<file path="src/hdl/pfp_pipe_ctl.sv">
// ----------------------------------------------------------------------------
// pfp_pipe_ctl
// Valid bits and per-stage enables; a stage loads when empty or draining.
// ----------------------------------------------------------------------------
module pfp_pipe_ctl #(
    parameter int STAGES = 4
) (
    input  logic              clk,
    input  logic              rst_n,
    input  logic              in_valid,
    input  logic              out_ready,
    output logic [STAGES-1:0] en,
    output logic [STAGES-1:0] vld
);

    logic [STAGES-1:0] vld_reg;
    logic [STAGES-1:0] vld_next;
    logic [STAGES:0]   rdy;

    always_comb
    begin
        rdy[STAGES] = out_ready;
        for (int k = STAGES - 1; k >= 0; k--)
        begin
            rdy[k] = !vld_reg[k] || rdy[k+1];
        end
        en = rdy[STAGES-1:0];
        for (int k = 0; k < STAGES; k++)
        begin
            if (k == 0)
                vld_next[k] = en[k] ? in_valid : vld_reg[k];
            else
                vld_next[k] = en[k] ? vld_reg[k-1] : vld_reg[k];
        end
    end

    always_ff @(posedge clk or negedge rst_n)
    begin
        if (!rst_n)
            vld_reg <= '0;
        else
            vld_reg <= vld_next;
    end

    assign vld = vld_reg;

endmodule
</file>
<file path="config.mk">
export PLATFORM = sky130hd
export DESIGN_NAME = pfp_pipe_ctl
export DESIGN_NICKNAME = d
export VERILOG_FILES = /design/src/hdl/pfp_pipe_ctl.sv
export SDC_FILE = /design/constraint.sdc
export NUM_CORES = 1
export LEC_CHECK = 0
export ABC_AREA = 1
export BUFFER_PORTS_ARGS = -buffer_cell sky130_fd_sc_hd__buf_2
export CAP_MARGIN = 20
export CORE_AREA = 2 2 39 41
export CTS_CLUSTER_SIZE = 25
export DETAILED_ROUTE_END_ITERATION = 8
export DIE_AREA = 0 0 41 43
export PLACE_DENSITY_LB_ADDON = 0.3
export REMOVE_ABC_BUFFERS = 1
export SLEW_MARGIN = 20
export SYNTH_ARGS = -nofsm -noshare
export SYNTH_HDL_FRONTEND = slang
export SYNTH_SLANG_ARGS = --single-unit
</file>
<file path="constraint.sdc">
create_clock -name clk -period 1.1 [get_ports clk]
set_clock_uncertainty 0.2 [all_clocks]
set_input_delay 0.22 -clock clk [delete_from_list [all_inputs] [get_ports clk]]
set_output_delay 0.22 -clock clk [all_outputs]
set_load 0.01 [all_outputs]
</file>
== Word-level counts from Yosys, hierarchy flattened ==
Cells that the tools add are included.
Widths: inputs -> output; s select.

* Register bits: 4

* Reductions and logical operators: 8

{| class="wikitable"
|+ Operators by type and width
! cell !! number
|-
| $logic_not 1->1 || 4
|-
| $logic_or 1x1->1 || 4
|}

== Depth between registers and ports, before layout ==
Gate-level depths: netlist of the first run.

* Depth in word-level cells: 5
* Depth in mapped cells: 4
* Gate-level depth less buffers: 4

== Worst setup path after synthesis of the first run ==
No wires, ideal clock.

* Path type: reg2out
* Start: reg vld_reg[3], in the netlist vld[3]
* End: out en[0]
* Data arrival time: 0.710 ns
* Path slack: -0.030 ns
* Stages on the path, launching flop included: 4
* Path buffers: 0
* Cell sequence: dfrtp_1 > inv_1 > nor2_4 > nand4_1

* Cells in the longest elaborated chain, start to end: 5

{| class="wikitable"
|+ RTL lines
! item !! line !! RTL
|-
| start: declaration || 16 || <nowiki>logic [STAGES-1:0] vld_reg;</nowiki>
|-
| start signal: assignment || 42 || <nowiki>vld_reg <= vld_next;</nowiki>
|-
| $logic_not 1->1 || 25 || <nowiki>rdy[k] = !vld_reg[k] || rdy[k+1];</nowiki>
|-
| $logic_or 1x1->1 (4 in series) || 25 ||
|-
| end: declaration || 12 || <nowiki>output logic [STAGES-1:0] en,</nowiki>
|}

Every way passes these cells.

== Worst setup path in the final report of the first run ==
Ends and elaborated chain as after synthesis.

==> impl_metrics.ini, run 1 <==
[floorplanning]
start_util = 0.1175
die_y_um = 43
floorplan.io_pins = 12
placeableCoreArea_um2 = 1384
fp.dieW_um = 41
floorplan.rows = 14
floorplan.die_area_um2 = 1763

[global_routing]
grt_util_all_layers = 0.05841
antenna_violations_before_repair = 0
grt_max_degree = 6
grt_first_pass_wirelength_um = 579
gr-total-overflow = 0
via_count_of_the_first_global_routing_pass = 140

[placed_design]
place.port_buffers = 11
gp_routability_congestion = 0.5777
dpl_cell_area_um2 = 252.7
post-place-ws_ns = -0.1150

[worst_setup_path]
max_fanout_on_critical_path = 5
worst_reg2reg_path_depth = 5
timing.setup.critical_path_class = flip-flop to primary output
worst_setup_ep_type = primary output
worst_setup_path_start_kind = flip-flop
startpoint_of_the_worst_register_to_register_path = vld[3]
worst_ep_arrival_time_ns = 1.03
worst-endpoint-required_ns = 0.68
timing.reg2reg.setup_slack_ns = 0.05
worstReg2RegEnd = vld[1]

[routing]
firstDrtPassIters = 4
drt-vias-per-instance = 3.137
drtAntennaViolNets = 0
avgRoutedWirePerCell_um = 7.961
route.final.wire_length_um = 406
post-route-drc-count = 0
vias = 160
dr.first_iter.drc_count = 3

[min_path]
timing.hold.worst_endpoint = vld[2]
hold_removal_path_class = input port to flip-flop
whs_path_depth = 4
min_from = out_ready

[synth]
synth.lib_cells_used.distinct = 7
netlist_instances = 17
seq_area_frac_synth = 0.6154
average_footprint_of_a_synthesized_cell_um2 = 9.568
yosys_warnings = 0
synth-seq-cells = 4
syn_area_um2 = 162.7

[sta]
timing.final.crit_period_ns = 1.447
slew_headroom = 0.8864
tightestPinTransition_ns = 0.1703
timing.final.ws_setup_ns = -0.3467
fmax_ghz = 0.6912
layout_worst_path_cycle_share = 1.315
setup_violations = 8
hold_viol_final = 0
grt_setup_unrepaired = yes
timing_max_transition_violations_final = 0

[cells_and_area]
area_growth_syn_to_layout_pct = 87.69
multiInputGateArea_um2 = 43.79
final_layout_size_suffix_gt1_frac = 0.5143
n_antenna_cell = 0
number_of_flip_flops_under_the_largest_register_name = 4
area.sequential_um2 = 100.1
final_core_utilization = 0.2206
layout.cell_area.non_filler_um2 = 305.3
final.fill_count = 147
final_net_count = 41

[clocking]
tritoncts = yes
cts.sinks = 4
clk_pin_slew_worst_paths_ns = 0.04
cts_root_buf = sky130_fd_sc_hd__clkbuf_4
cts_buffer_depth = 2
cts_setup_buffers = 0
worstSkewPairLatency_ns = 0.23
cts_buffers = 3
h-tree-depth = 1

[power_and_ir_drop]
p_leak_nw = 0.1629
ir_worst_vdd_v = 0.0003630
power_per_cell_area_nw_per_um2 = 1522

[outcome]
failed_checks = negative setup slack
outcome = finished with violations

[run]
max_cap_violations = 0
-- how the worst max path moves through the flow --
stage / end / slack [ns] / from
2_1_floorplan: en[0] / -0.03 / vld[3]
3_3_place_gp: en[0] / -0.11 / vld[3]
3_5_place_dp: en[0] / -0.12 / vld[3]
4_1_cts: en[0] / -0.37 / vld[3]
5_1_grt: en[0] / -0.44 / vld[3]
6_report: en[0] / -0.35 / vld[3]
-- placed cells by master, fill, tap and decap left out --
master                          synthesis  routed
sky130_fd_sc_hd__inv_1                  5       4
sky130_fd_sc_hd__buf_4                  0       1
sky130_fd_sc_hd__buf_2                  0      10
sky130_fd_sc_hd__nand3_1                1       1
sky130_fd_sc_hd__inv_2                  0       1
sky130_fd_sc_hd__dlygate4sd3_1          0       2
sky130_fd_sc_hd__clkbuf_4               0       3
sky130_fd_sc_hd__buf_6                  0       2
sky130_fd_sc_hd__nand2_1                4       4
sky130_fd_sc_hd__nand4_1                1       1
sky130_fd_sc_hd__nor2_4                 1       1
sky130_fd_sc_hd__dfrtp_1                4       4
sky130_fd_sc_hd__or2_1                  1       1
-- metal layers --
metal | wire, um | GRT usage | vias to the layer above
li1 | - | - | 86
met1 | 193 | 0.05844 | 62
met2 | 133 | 0.05000 | 12
met3 | 79 | 0.06283 | 0
met4 | 0 | 0.08000 | 0
met5 | 0 | 0 | -
-- final cells by class --
cell class,instances,share of cell area
flip-flops and latches,4,0.3279
multi-input cells,8,0.1434
well taps,16,0.06557
clock buffers,3,0.07377
inverters,5,0.06148
repair buffers,15,0.3279
-- metrics by stage --
| stage | hold WS, ns | TNS [ns] | total power [mW] | instances |
|---|---|---|---|---|
| after floorplan | -0.2756 | -0.03798 | 0.2175 | 17 |
| after global placement | -0.1684 | -0.3049 | 0.2751 | 46 |
| after detailed placement | -0.1674 | -0.2509 | 0.2727 | 46 |
| after CTS | 0.07690 | -1.752 | 0.4741 | 51 |
| after global routing | 0.08501 | -2.113 | 0.4988 | 51 |
| final | 0.08378 | -1.620 | 0.4647 | 51 |
-- synth_stat cells, drive strengths merged --
cell,number,area share
or2,1,0.038
dfrtp,4,0.62
inv,5,0.12
nand3,1,0.031
nor2,1,0.069
nand2,4,0.092
nand4,1,0.038
-- kinds of logic (layout without fill, tap and decap cells) --
kind of cell | Yosys count | in the layout | synth area share
simple gates | 8 | 8 | 0.2692
buf+inv | 5 | 23 | 0.1154
flops | 4 | 4 | 0.6154
-- critical path: stages, from the launching register on --
cell	delay, ns
sky130_fd_sc_hd__dfrtp_1	0.34
sky130_fd_sc_hd__inv_2	0.05
sky130_fd_sc_hd__nor2_4	0.11
sky130_fd_sc_hd__nand4_1	0.13
sky130_fd_sc_hd__buf_2	0.17
-- what timing repair did --
action	4_1_cts	5_1_grt
pin swaps	0	0
gates cloned	0	0
hold endpoints to repair	5	0
hold buffers	2	0
gates resized for setup	2	1
setup endpoints to repair	8	9
-- power by group --
group / total, mW / switching [mW] / internal, mW
registers: 0.177 / 0.0145 / 0.163
logic: 0.108 / 0.0513 / 0.0563
clock network: 0.180 / 0.0581 / 0.122
total: 0.465 / 0.124 / 0.341
(Power assumes the default switching activity.)
==> inputs of run 2 (changes only) <==
==> constraint.sdc (replaced) <==
create_clock -name clk -period 1.1 [get_ports clk]
set_clock_uncertainty 0.2 [all_clocks]
set_input_delay 0.11 -clock clk [delete_from_list [all_inputs] [get_ports clk]]
set_output_delay 0.11 -clock clk [all_outputs]
set_load 0.01 [all_outputs]
==> impl_metrics.ini, run 2 (synthesis gave the netlist of run 1 again) <==
[outcome]
outcome = finished with violations
failed_checks = negative hold slack, negative setup slack

[power_and_ir_drop]
power_per_cell_area_nw_per_um2 = 1529
ir_worst_vdd_v = 0.0005270
p_total_mw = 0.4609
p_leak_nw = 0.1601

[sta]
timing.final.crit_period_ns = 1.356
slew_headroom = 0.9036
timing.final.ws_setup_ns = -0.2560
grt_setup_unrepaired = yes
fmax_ghz = 0.7375
tightestPinTransition_ns = 0.1446
layout_worst_path_cycle_share = 1.233
setup_violations = 7
hold_viol_final = 1
setup_tns_ns = -0.8768
finalHoldWorstSlack_ns = -0.0007111
timing_max_transition_violations_final = 0

[clocking]
cts_hold_repair.buffers = 2
clk_pin_slew_worst_paths_ns = 0.04
h-tree-depth = 1
cts_root_buf = sky130_fd_sc_hd__clkbuf_4
worstSkewPairLatency_ns = 0.24
cts.sinks = 4
cts_buffers = 3
tritoncts = yes
cts_buffer_depth = 2

[worst_setup_path]
worst_ep_arrival_time_ns = 1.05
startpoint_of_the_worst_register_to_register_path = vld[3]
max_fanout_on_critical_path = 5
worst_reg2reg_path_depth = 5
worst_setup_path_start_kind = flip-flop
worstReg2RegEnd = vld[0]
worst_setup_ep_type = primary output
timing.reg2reg.setup_slack_ns = -0.01
setup.worst_path.start = vld[3]
worst-endpoint-required_ns = 0.79
critical_path.endpoint = en[0]
timing.setup.critical_path_class = flip-flop to primary output

[cells_and_area]
mostFrequentLayoutCells = sky130_fd_sc_hd__buf_2 (10), sky130_fd_sc_hd__nand2_1 (4), sky130_fd_sc_hd__dfrtp_1 (4)
final_core_utilization = 0.2179
area.sequential_um2 = 100.1
final_net_count = 41
layout_commonest_cell = sky130_fd_sc_hd__buf_2
final.fill_count = 152
number_of_flip_flops_under_the_largest_register_name = 4
post_route_insts_no_fill = 51
area_growth_syn_to_layout_pct = 85.38
final_layout_size_suffix_gt1_frac = 0.5429
layout.cell_area.non_filler_um2 = 301.5
multiInputGateArea_um2 = 43.79
n_antenna_cell = 0

[floorplanning]
die_y_um = 43
floorplan.io_pins = 12
fp.dieW_um = 41
floorplan.die_area_um2 = 1763
floorplan.rows = 14
placeableCoreArea_um2 = 1384
start_util = 0.1175

[routing]
route.final.wire_length_um = 414
post-route-drc-count = 0
vias = 175
dr.first_iter.drc_count = 5
avgRoutedWirePerCell_um = 8.118
drt-vias-per-instance = 3.431
drtAntennaViolNets = 0
firstDrtPassIters = 3

[placed_design]
post-place-cells = 44
dpl_cell_area_um2 = 237.7
detailed_place_hpwl_um = 313.8
post-place-ws_ns = -0.005300
gp_routability_congestion = 0.5576
place.port_buffers = 11

[global_routing]
grt_util_all_layers = 0.06244
via_count_of_the_first_global_routing_pass = 143
grt_max_degree = 6
gr-total-overflow = 0
grt_first_pass_wirelength_um = 593
antenna_violations_before_repair = 0

[min_path]
hold_removal_path_class = input port to flip-flop

[run]
max_cap_violations = 0
run 2: cell counts in the layout (fill, tap and decap cells not counted):
No cell type changed its count.
run 2: what timing repair did:
action | in CTS | in global routing
gates resized for setup | 1 | 2
setup buffers | 1 | 1
hold endpoints to repair | 7 | 1
endpoints found under the setup margin | 6 | 8
run 2: area by class of cell:
class	instances	share of cell area
inverters	5	0.06224
flip-flops and latches	4	0.3320
clock buffers	3	0.07469
repair buffers	15	0.3195
well taps	16	0.06639
multi-input cells	8	0.1452
run 2: how the worst min path moves through the flow:
stage / start / end / slack, ns / depth (start not counted)
2_1_floorplan: rst_n / vld[0] / -0.39 / 0
3_3_place_gp: rst_n / vld[3] / -0.28 / 1
3_5_place_dp: rst_n / vld[1] / -0.28 / 1
4_1_cts: out_ready / vld[2] / -0.003 / 4
5_1_grt: out_ready / vld[2] / -0.001 / 4
6_report: out_ready / vld[1] / -0.0007 / 4
run 2: layer usage:
layer | wire length, um | global-route usage | part of all wire | up-vias
li1 | - | - | - | 87
met1 | 207 | 0.06494 | 0.50 | 74
met2 | 137 | 0.05625 | 0.33 | 14
met3 | 69 | 0.09424 | 0.17 | 0
met4 | 0 | 0.04000 | 0 | 0
met5 | 0 | 0 | 0 | -
run 2: worst max-delay path, cell delays in order (launching register included):
cell and delay [ns]:
sky130_fd_sc_hd__dfrtp_1 0.34, sky130_fd_sc_hd__inv_2 0.05, sky130_fd_sc_hd__nor2_4 0.12, sky130_fd_sc_hd__nand4_1 0.14, sky130_fd_sc_hd__buf_2 0.17
run 2: where the power goes:
group / switching (mW) / internal [mW] / total [mW]
logic: 0.0526 / 0.0505 / 0.103
registers: 0.0132 / 0.163 / 0.176
clock network: 0.0600 / 0.122 / 0.182
